**src/hdl/lucas_binomial_divisibility_top_defines.svh**
```systemverilog
// Assertion macros for the Lucas divisibility block.
// Used by lucas_binomial_divisibility_top; no other dependencies.
`ifndef LUCAS_BINOMIAL_DIVISIBILITY_TOP_DEFINES_SVH
`define LUCAS_BINOMIAL_DIVISIBILITY_TOP_DEFINES_SVH

// Same-cycle implication, checked outside reset.
`define LBD_ASSERT_NOW(label, ck, rn, ante, cons, msg) \
    label: assert property (@(posedge ck) disable iff (!rn) (ante) |-> (cons)) \
        else $error(msg);

// Next-cycle implication, checked outside reset.
`define LBD_ASSERT_NEXT(label, ck, rn, ante, cons, msg) \
    label: assert property (@(posedge ck) disable iff (!rn) (ante) |=> (cons)) \
        else $error(msg);

`endif

```
**src/hdl/lbd_pkg.sv**
```systemverilog
// Shared types and constants for the Lucas divisibility block.
// No dependencies.
package lbd_pkg;

    localparam int IN_TDATA_W  = 128;
    localparam int OUT_TDATA_W = 8;
    localparam int FIELD_W     = 64;
    localparam int CFG_W       = 32;

    typedef enum logic [1:0] {
        ST_IDLE,
        ST_CHECK,
        ST_DIVIDE,
        ST_DONE
    } lbd_state_t;

    // Per-lane control from the sequencer
    typedef struct packed {
        logic load;   // take a new value, clear remainder
        logic clear;  // clear remainder before a digit division
        logic shift;  // one restoring-division bit step
    } lbd_lane_ctl_t;

    // Sequencer status to the stream wrapper
    typedef struct packed {
        logic idle;
        logic done;
        logic result;
    } lbd_status_t;

endpackage

```
**src/hdl/lbd_lane.sv**
```systemverilog
// One bit-serial restoring divider lane: value / divisor, one quotient bit a cycle while shift is set.
// Depends on lbd_pkg.
module lbd_lane #(
    parameter int VALUE_BITS = 64,
    parameter int BASE_BITS  = 32
) (
    input  logic                      clk,
    input  lbd_pkg::lbd_lane_ctl_t    ctl,
    input  logic [VALUE_BITS-1:0]     load_value,
    input  logic [BASE_BITS-1:0]      divisor,
    output logic [VALUE_BITS-1:0]     value,
    output logic [BASE_BITS-1:0]      remainder
);
    import lbd_pkg::*;

    logic [VALUE_BITS-1:0] val_reg, val_next;
    logic [BASE_BITS-1:0]  rem_reg, rem_next;
    logic [BASE_BITS:0]    trial;
    logic [BASE_BITS:0]    diff;
    logic                  ge;

    // Dividend shifts out at the top, quotient bits fill in at the bottom
    assign trial = {rem_reg, val_reg[VALUE_BITS-1]};
    assign diff  = trial - {1'b0, divisor};
    assign ge    = (trial >= {1'b0, divisor});

    always_comb
    begin
        val_next = val_reg;
        rem_next = rem_reg;
        priority if (ctl.load)
        begin
            val_next = load_value;
            rem_next = '0;
        end
        else if (ctl.clear)
        begin
            rem_next = '0;
        end
        else if (ctl.shift)
        begin
            val_next = {val_reg[VALUE_BITS-2:0], ge};
            rem_next = ge ? diff[BASE_BITS-1:0] : trial[BASE_BITS-1:0];
        end
    end

    always_ff @(posedge clk)
    begin
        val_reg <= val_next;
        rem_reg <= rem_next;
    end

    assign value     = val_reg;
    assign remainder = rem_reg;
endmodule

```
**src/hdl/lbd_core.sv**
```systemverilog
// Digit sequencer: runs both values through serial dividers digit by digit
// and compares remainders. Depends on lbd_pkg and lbd_lane.
module lbd_core #(
    parameter int VALUE_BITS = 64,
    parameter int BASE_BITS  = 32
) (
    input  logic                      clk,
    input  logic                      rst_n,
    input  logic                      start,
    input  logic [VALUE_BITS-1:0]     upper_value,
    input  logic [VALUE_BITS-1:0]     lower_value,
    input  logic [BASE_BITS-1:0]      base,
    input  logic                      ack,
    output lbd_pkg::lbd_status_t      status
);
    import lbd_pkg::*;

    localparam int CNT_BITS = $clog2(VALUE_BITS);

    lbd_state_t            state_reg, state_next;
    logic [CNT_BITS-1:0]   cnt_reg, cnt_next;
    logic                  result_reg, result_next;
    lbd_lane_ctl_t         ctl;
    logic [VALUE_BITS-1:0] m_val, t_val;
    logic [BASE_BITS-1:0]  m_rem, t_rem;

    lbd_lane #(.VALUE_BITS(VALUE_BITS), .BASE_BITS(BASE_BITS)) u_lane_m (
        .clk        (clk),
        .ctl        (ctl),
        .load_value (upper_value),
        .divisor    (base),
        .value      (m_val),
        .remainder  (m_rem)
    );

    lbd_lane #(.VALUE_BITS(VALUE_BITS), .BASE_BITS(BASE_BITS)) u_lane_t (
        .clk        (clk),
        .ctl        (ctl),
        .load_value (lower_value),
        .divisor    (base),
        .value      (t_val),
        .remainder  (t_rem)
    );

    always_ff @(posedge clk or negedge rst_n)
    begin
        if (!rst_n)
        begin
            state_reg  <= ST_IDLE;
            cnt_reg    <= '0;
            result_reg <= 1'b0;
        end
        else
        begin
            state_reg  <= state_next;
            cnt_reg    <= cnt_next;
            result_reg <= result_next;
        end
    end

    always_comb
    begin
        state_next  = state_reg;
        cnt_next    = cnt_reg;
        result_next = result_reg;
        ctl         = '0;
        unique case (state_reg)
            ST_IDLE:
            begin
                if (start)
                begin
                    ctl.load   = 1'b1;
                    state_next = ST_CHECK;
                end
            end
            ST_CHECK:
            begin
                // Remainders hold the digit just produced (zero right after load)
                if (t_rem > m_rem)
                begin
                    result_next = 1'b1;
                    state_next  = ST_DONE;
                end
                else if (m_val == '0 && t_val == '0)
                begin
                    result_next = 1'b0;
                    state_next  = ST_DONE;
                end
                else
                begin
                    ctl.clear  = 1'b1;
                    cnt_next   = CNT_BITS'(VALUE_BITS - 1);
                    state_next = ST_DIVIDE;
                end
            end
            ST_DIVIDE:
            begin
                ctl.shift = 1'b1;
                cnt_next  = cnt_reg - 1'b1;
                if (cnt_reg == '0)
                begin
                    state_next = ST_CHECK;
                end
            end
            ST_DONE:
            begin
                if (ack)
                begin
                    state_next = ST_IDLE;
                end
            end
            default:
            begin
                state_next = ST_IDLE;
            end
        endcase
    end

    assign status.idle   = (state_reg == ST_IDLE);
    assign status.done   = (state_reg == ST_DONE);
    assign status.result = result_reg;
endmodule

```
**src/hdl/lucas_binomial_divisibility_top.sv**
```systemverilog
// Lucas divisibility test: one item at a time, one base-p digit per pass of
// a bit-serial divider, at most VALUE_BITS digits examined; a new input beat
// is taken only once the core is idle again, after the previous result has
// moved into the output register. The time per item is set by the serial
// divider passes.
// rst_n is asynchronous active low; digit_base resets to 2.
`include "lucas_binomial_divisibility_top_defines.svh"

module lucas_binomial_divisibility_top #(
    parameter int VALUE_BITS = 64,
    parameter int BASE_BITS  = 32
) (
    input  logic                               clk,
    input  logic                               rst_n,
    input  logic                               cfg_wen,
    input  logic [lbd_pkg::CFG_W-1:0]          cfg_wdata,    // digit_base
    input  logic                               s_axis_tvalid,
    output logic                               s_axis_tready,
    input  logic [lbd_pkg::IN_TDATA_W-1:0]     s_axis_tdata, // upper_value, lower_value
    output logic                               m_axis_tvalid,
    input  logic                               m_axis_tready,
    output logic [lbd_pkg::OUT_TDATA_W-1:0]    m_axis_tdata  // divisible, zero pad
);
    import lbd_pkg::*;

    logic [BASE_BITS-1:0] base_reg, base_next;
    logic [BASE_BITS-1:0] base_eff;
    logic                 out_valid_reg, out_valid_next;
    logic                 out_bit_reg, out_bit_next;
    logic                 start;
    logic                 out_load;
    lbd_status_t          status;

    always_comb
    begin
        base_next = cfg_wen ? BASE_BITS'(cfg_wdata) : base_reg;
    end

    // Base 0 or 1 behaves as base 2
    assign base_eff = (base_reg < BASE_BITS'(2)) ? BASE_BITS'(2) : base_reg;

    assign s_axis_tready = status.idle;
    assign start         = s_axis_tvalid & s_axis_tready;
    assign out_load      = status.done & (~out_valid_reg | m_axis_tready);

    always_comb
    begin
        out_valid_next = out_valid_reg;
        out_bit_next   = out_bit_reg;
        priority if (out_load)
        begin
            out_valid_next = 1'b1;
            out_bit_next   = status.result;
        end
        else if (m_axis_tready)
        begin
            out_valid_next = 1'b0;
        end
    end

    always_ff @(posedge clk or negedge rst_n)
    begin
        if (!rst_n)
        begin
            base_reg      <= BASE_BITS'(2);
            out_valid_reg <= 1'b0;
        end
        else
        begin
            base_reg      <= base_next;
            out_valid_reg <= out_valid_next;
        end
    end

    always_ff @(posedge clk)
    begin
        out_bit_reg <= out_bit_next;
    end

    lbd_core #(.VALUE_BITS(VALUE_BITS), .BASE_BITS(BASE_BITS)) u_core (
        .clk         (clk),
        .rst_n       (rst_n),
        .start       (start),
        .upper_value (s_axis_tdata[VALUE_BITS-1:0]),
        .lower_value (s_axis_tdata[FIELD_W+VALUE_BITS-1:FIELD_W]),
        .base        (base_eff),
        .ack         (out_load),
        .status      (status)
    );

    assign m_axis_tvalid = out_valid_reg;
    assign m_axis_tdata  = {{(OUT_TDATA_W-1){1'b0}}, out_bit_reg};

    `LBD_ASSERT_NEXT(a_start_busy, clk, rst_n, start, !status.idle, "core idle after accepted beat")
    `LBD_ASSERT_NEXT(a_done_hold, clk, rst_n, status.done && !out_load, status.done && $stable(status.result), "finished result dropped while output busy")
    `LBD_ASSERT_NEXT(a_out_load, clk, rst_n, out_load, m_axis_tvalid && m_axis_tdata[0] == $past(status.result), "output register missed result")
endmodule

```
**config.mk**
```make
export PLATFORM = sky130hd
export DESIGN_NAME = lucas_binomial_divisibility_top
export DESIGN_NICKNAME = d
export VERILOG_FILES = /design/src/hdl/lbd_pkg.sv /design/src/hdl/lbd_lane.sv /design/src/hdl/lbd_core.sv /design/src/hdl/lucas_binomial_divisibility_top.sv
export VERILOG_INCLUDE_DIRS = /design/src /design/src/hdl
export SDC_FILE = /design/constraint.sdc
export NUM_CORES = 1
export LEC_CHECK = 0
export ABC_AREA = 1
export BUFFER_PORTS_ARGS = -buffer_cell sky130_fd_sc_hd__buf_2
export CAP_MARGIN = 20
export CORE_MARGIN = 5
export CORE_UTILIZATION = 61
export CTS_CLUSTER_SIZE = 10
export DETAILED_ROUTE_END_ITERATION = 10
export PLACE_DENSITY = 0.82
export SLEW_MARGIN = 10
export SYNTH_ARGS = -nofsm -noshare
export SYNTH_HDL_FRONTEND = slang
export SYNTH_SLANG_ARGS = --single-unit
```
**constraint.sdc**
```tcl
create_clock -name clk -period 6.71 [get_ports clk]
set_input_delay 0.671 -clock clk [delete_from_list [all_inputs] [get_ports clk]]
set_output_delay 0.671 -clock clk [all_outputs]
set_load 0.005 [all_outputs]
```
# After elaboration in Yosys (flattened, before gate mapping)

Cells that the tools add are included.

Bits of input ports: 165
Register bits after elaboration: 235
Output and inout bits: 10

Eq/ne operators: 9
Order comparisons: 4
Reductions and logical operators: 14
Bitwise logic cells: 4
$add $sub $neg: 3
Multiplexer cells: 28

Operators by type and width:

| kind                                                                           | count |
|---|---|
| 64-bit 2-to-1 mux                                                              | 6 |
| 64-bit logical NOT                                                             | 2 |
| 32-bit 2-to-1 mux                                                              | 3 |
| 33-bit by 32-bit >= comparator with 1-bit output                               | 2 |
| 32-bit subtractor                                                              | 2 |
| 32-bit > comparator                                                            | 1 |
| 32-bit by 2-bit less-than comparator with 1-bit output (second input constant) | 1 |
| 1-bit 2-to-1 mux                                                               | 12 |
| 6-bit 2-to-1 mux                                                               | 2 |
| 6-bit case mux with 2 select lines                                             | 1 |
| 2-bit case mux with 4 select lines                                             | 1 |
| 2-bit nonzero test                                                             | 4 |
| 6-bit logical NOT                                                              | 1 |
| 2-bit 2-to-1 mux                                                               | 3 |
| 2-bit by 1-bit inequality test with 1-bit output (second input constant)       | 3 |
| 2-bit inequality test (second input constant)                                  | 3 |
| 3-bit AND reduction                                                            | 2 |
| 6-bit by 1-bit subtractor with 6-bit output (second input constant)            | 1 |
| 2-bit equality test (second input constant)                                    | 2 |
| 2-bit AND reduction                                                            | 2 |
| 1-bit bitwise AND                                                              | 2 |
| 2-bit by 1-bit equality test with 1-bit output (second input constant)         | 1 |
| 2-bit logical NOT                                                              | 1 |
| 2-bit OR reduction                                                             | 1 |
| other kinds (3)                                                                | 3 |

# Longest topological paths before layout

Word-level depth: 7
Depth in mapped cells: 21
Mapped depth without buffers: 20

# By module

From an unflattened synthesis, not the netlist that was laid out.

Cells, all modules: 2,594
Area, all modules: 17,563.1 um^2

Modules (own cells, without submodules):

| module                          | instances | area each (um^2) | cells each | sequential area each (um^2) |
|---|---|---|---|---|
| lbd_lane                        | 2         | 6,959.2          | 1,049      | 2,562.5 |
| lbd_core                        | 1         | 1,939.4          | 344        | 225.2 |
| lucas_binomial_divisibility_top | 1         | 1,705.4          | 152        | 857.1 |

# Worst setup path before layout

No wires, ideal clock.

Path type: reg2reg
Start point: register u_core.u_lane_m.rem_reg[31] (netlist: u_core.u_lane_m.remainder[31])
End point: register u_core.u_lane_m.val_reg[0] (netlist: u_core.u_lane_m.value[0]), enable pin
Path buffers: 0
Cell stages (with the launch flop): 12
Setup slack: 1.962 ns
Setup time: 1.110 ns
Arrival time: 3.638 ns
Cells stage by stage: dfxtp_1 inv_1 ha_1 nand2_1 nor2_1 nand2_1 nor4_1 nand4_1 nand2_1 nand3_1 nand2_1 nand2_1

Cells in the longest elaborated chain, start to end: 5

RTL lines:

| what                                                              | line           | source |
|---|---|---|
| start: declaration                                                | lbd_lane.sv:17 | `logic [BASE_BITS-1:0] rem_reg, rem_next;` |
| start signal: assignment                                          | lbd_lane.sv:50 | `rem_reg <= rem_next;` |
| 32-bit > comparator                                               | lbd_core.sv:79 | `if (t_rem > m_rem)` |
| 1-bit 2-to-1 mux                                                  | lbd_core.sv:79 |  |
| 1-bit 2-to-1 mux                                                  | lbd_core.sv:67 | `unique case (state_reg)` |
| 2-bit by 1-bit inequality test with 1-bit output (no source line) | n/a            |  |
| 2-bit AND reduction (no source line)                              | n/a            |  |
| end signal: assignment                                            | lbd_lane.sv:49 | `val_reg <= val_next;` |
| end: declaration                                                  | lbd_lane.sv:16 | `logic [VALUE_BITS-1:0] val_reg, val_next;` |

No other way between the ends.
A chain may end at the register's enable or synchronous reset.

# Worst setup path in the final report

Start point: register base_reg[7]
End point: register u_core.u_lane_t.rem_reg[12] (netlist: u_core.u_lane_t.remainder[12])

Cells in the longest elaborated chain, start to end: 4
Elaborated cells on any way between the ends: 5

RTL lines:

| what                                                                                         | line                                  | source |
|---|---|---|
| start: declaration                                                                           | lucas_binomial_divisibility_top.sv:26 | `logic [BASE_BITS-1:0] base_reg, base_next;` |
| start signal: assignment                                                                     | lucas_binomial_divisibility_top.sv:70 | `base_reg <= base_next;` |
| 32-bit by 2-bit less-than comparator with 1-bit output                                       | lucas_binomial_divisibility_top.sv:40 | `assign base_eff = (base_reg < BASE_BITS'(2)) ? BASE_BITS'(2) : base_reg;` |
| 32-bit 2-to-1 mux (*)                                                                        | lucas_binomial_divisibility_top.sv:40 |  |
| 32-bit subtractor / 33-bit by 32-bit >= comparator with 1-bit output (equally long branches) | lbd_lane.sv:24, lbd_lane.sv:25        |  |
| 32-bit 2-to-1 mux (*)                                                                        | lbd_lane.sv:43                        | `rem_next = ge ? diff[BASE_BITS-1:0] : trial[BASE_BITS-1:0];` |
| end signal: assignment                                                                       | lbd_lane.sv:50                        |  |
| end: declaration                                                                             | lbd_lane.sv:17                        |  |

Mark *: on every way between the ends. The rest lies on a longest branch, timed or not.

==> results.sh <==
export IMPL_min_delay_path_class="input port to async pin"
export IMPL_power_density_nw_per_um2=295
export IMPL_clock_latency_ns=0.53
export IMPL_io_pins=175
export IMPL_total_leakage_power_nw=9.52
export IMPL_worst_slew_pin_slew_ns=1.10
export IMPL_fin_crit_sh_pct=61.6
export IMPL_rsz0062_at_grt="no"
export IMPL_clockBufferDepth=3
export IMPL_relSlewSlack_pct=26.4
export IMPL_max_cap_violations=0
export IMPL_max_freq_mhz=242
export IMPL_ys_seq_area_share_pct=36.7
export IMPL_cts_root_buf="clkbuf_16"
export IMPL_vias_per_cell=5.47
export IMPL_dieArea_um2=31100
export IMPL_rows=61
export IMPL_postCtsResizedCells=0
export IMPL_ys_types=51
export IMPL_core_um2=27600
export IMPL_cts_setup_buffers=0
export IMPL_slowest_delay_ns=0.64
export IMPL_crit_type="flip-flop to flip-flop"
export IMPL_path_common_cell="nor2_1"
export IMPL_postSynthAreaPerCell_um2=7.03
export IMPL_cts_tree="built"
export IMPL_tns_ns=0
export IMPL_die_x_um=176
export IMPL_async_reset_ff_share_pct=17.9
export IMPL_firstDrtPassIters=5
export IMPL_startpoint_type="flip-flop"
export IMPL_via_count=16106
export IMPL_avgRoutedWirePerCell_um=16.6
export IMPL_ir_drop_v=0.000341
export IMPL_fin_crit_ns=4.13
export IMPL_drt_iter0_markers=1455
export IMPL_crit_path_top_delay_cell="nand2_2"
export IMPL_grt_pass1_wl_um=76800
export IMPL_crit_path_end_kind="flip-flop"
export IMPL_finalHoldViolCount=0
export IMPL_ys_ff_latch=235
export IMPL_hold_buffers=0
export IMPL_path_cells="nor4_1 -> nand4_1 -> nor4_1 -> nor2_1 -> ha_1 -> nand2_1 -> nor2_1 -> nand3_1 -> nand3_2 -> nand2_1 -> nand2_2 -> nand2_2 -> nand2_2 -> nor2b_1 -> nor2_1 -> nor2_1 -> nor2_1"
export IMPL_die_h_um=176
export IMPL_yosysWarnings=0
export IMPL_routabilityCongestion=1.02
export IMPL_grt_usage_pct=30.2
export IMPL_cp_arrival_ns=4.60
export IMPL_crit_path_max_fanout=38
export IMPL_initial_core_util_pct=61.3
export IMPL_netlist_instances=2404
export IMPL_drc=0
export IMPL_finalPower_w=0.00555
export IMPL_syn_cell_area_um2=16900
export IMPL_critPathRequiredTime_ns=7.18
export IMPL_synth_edff_count=129
export IMPL_finalWirelength_um=48900
export IMPL_grt_overflow=0
export IMPL_fin_skew_ns=0.0105
export IMPL_drive_above_1_share_pct=11.9
export IMPL_area_growth_pct=11.3
export IMPL_hpwl_um=37100
export IMPL_antenna_found_initial=3
export IMPL_synth_top_flop_cell="edfxtp_1"
export IMPL_io_buffers=167
export IMPL_setup_violations=0
export IMPL_cts_sinks=235
export IMPL_grt_pass1_vias=15359
export IMPL_ant_nets=0
export IMPL_cts_htree_levels=1
export IMPL_grt_max_degree=119
export IMPL_status="finished clean"
export IMPL_cts_made_buffers=28
export IMPL_drv_slew=0
export IMPL_clk_pin_slew_worst_paths_ns=0.06
export IMPL_fin_nets=2809
==> Yosys cell counts (18+ instances only) <==
master | number | share of area [%]
a21oi_1 | 186 | 5.5
buf_2 | 18 | 0.53
clkbuf_1 | 33 | 0.73
dfrtp_1 | 41 | 6.1
dfxtp_1 | 64 | 7.6
edfxtp_1 | 129 | 23
ha_1 | 102 | 7.6
inv_1 | 411 | 9.1
mux2_2 | 44 | 2.9
nand2_1 | 691 | 15
nand3_1 | 147 | 4.4
nand3b_1 | 27 | 1.2
nand4_1 | 39 | 1.4
nor2_1 | 253 | 5.6
nor4_1 | 24 | 0.89
o21ai_0 | 45 | 1.3
xnor2_1 | 20 | 1.0
==> layer usage <==
layer	routed length [um]	GRT usage (%)
met2	22800	51.5
met1	20300	39.7
met3	3850	3.85
met5	20	0
met4	1970	11.3
==> report_power, final <==
group / leakage (nW) / total (W) / switching [W] / internal (W)
Combinational: 6.90 / 0.00180 / 0.00123 / 0.000570
Clock: 0.402 / 0.00143 / 0.000583 / 0.000850
Sequential: 2.22 / 0.00232 / 0.000179 / 0.00214
Total: 9.52 / 0.00555 / 0.00199 / 0.00356
==> worst paths after layout <==
| check | endpoint | start | slack [ns] | cells past startpoint |
|---|---|---|---|---|
| setup reg to reg | u_core.u_lane_t.remainder[12] | base_reg[7] | 2.58 | 17 |
| min in group clk | base_reg[28] | cfg_wdata[28] | 0.35 | 3 |
| hold / removal | base_reg[29] | rst_n | 0.008 | 1 |
| setup / recovery | u_core.u_lane_t.remainder[12] | base_reg[7] | 2.58 | 17 |
| hold reg to reg | u_core.u_lane_m.remainder[16] | u_core.u_lane_m.remainder[16] | 0.49 | 2 |
| max in group asynchronous | base_reg[1] | rst_n | 6.17 | 2 |
==> through the flow <==
| stage | instances | setup slack, ns | utilization (%) | cell area [um^2] | hold slack, ns |
|---|---|---|---|---|---|
| CTS | 2937 | 2.65 | 68.0 | 18700 | 0.340 |
| detailed placement | 2885 | 2.68 | 64.9 | 17900 | 0.477 |
| global placement | 2885 | 2.80 | 64.9 | 17900 | 0.457 |
| floorplan | 2410 | 1.96 | - | 16900 | 0.375 |
| finish | 2942 | 2.58 | 68.3 | 18800 | 0.00759 |
| global route | 2940 | 2.20 | 68.3 | 18800 | 0.0103 |
==> worst max-delay path: cells and delay by family, from the launching register on <==
family | cells | cell delay, ns
DFF | 1 | 0.38
and+or+nand+nor | 16 | 3.36
adders and majority gates | 1 | 0.31
==> cell type report <==
cell class / count / area (um^2)
timing repair buffer: 177 / 963
clock inverter: 2 / 37.5
antenna: 2 / 5.00
clock buffer: 50 / 815
multi-input combinational: 1679 / 8740
tap: 378 / 473
sequential: 235 / 6210
fill: 2354 / 8740
inverter: 419 / 1570
==> placed cells by master (no fill, tap or decap), types with 24 or more instances in the layout <==
| master | netlist | layout |
|---|---|---|
| inv_1 | 411 | 411 |
| clkbuf_16 | 0 | 29 |
| mux2_2 | 44 | 44 |
| edfxtp_1 | 129 | 129 |
| dfxtp_1 | 64 | 64 |
| a21oi_1 | 186 | 186 |
| buf_2 | 18 | 167 |
| ha_1 | 102 | 101 |
| nor2_1 | 253 | 253 |
| nand2_1 | 691 | 689 |
| nor4_1 | 24 | 24 |
| nand3_1 | 147 | 147 |
| nand4_1 | 39 | 39 |
| dfrtp_1 | 41 | 41 |
| o21ai_0 | 45 | 45 |
| nand3b_1 | 27 | 27 |
==> cells by family after synthesis <==
logic type | count (synthesis) | share of synthesized area, %
other | 1 | 0.0222
multiplexers | 44 | 2.93
AND/OR/NAND/NOR | 1242 | 31.4
flip-flops | 235 | 36.7
XOR/XNOR | 27 | 1.40
buffers and inverters | 496 | 11.8
AO/OA/AOI/OAI | 255 | 7.94
adder cells (fa/ha/maj) | 104 | 7.79
Note: power is estimated with default switching activity, not from simulation.
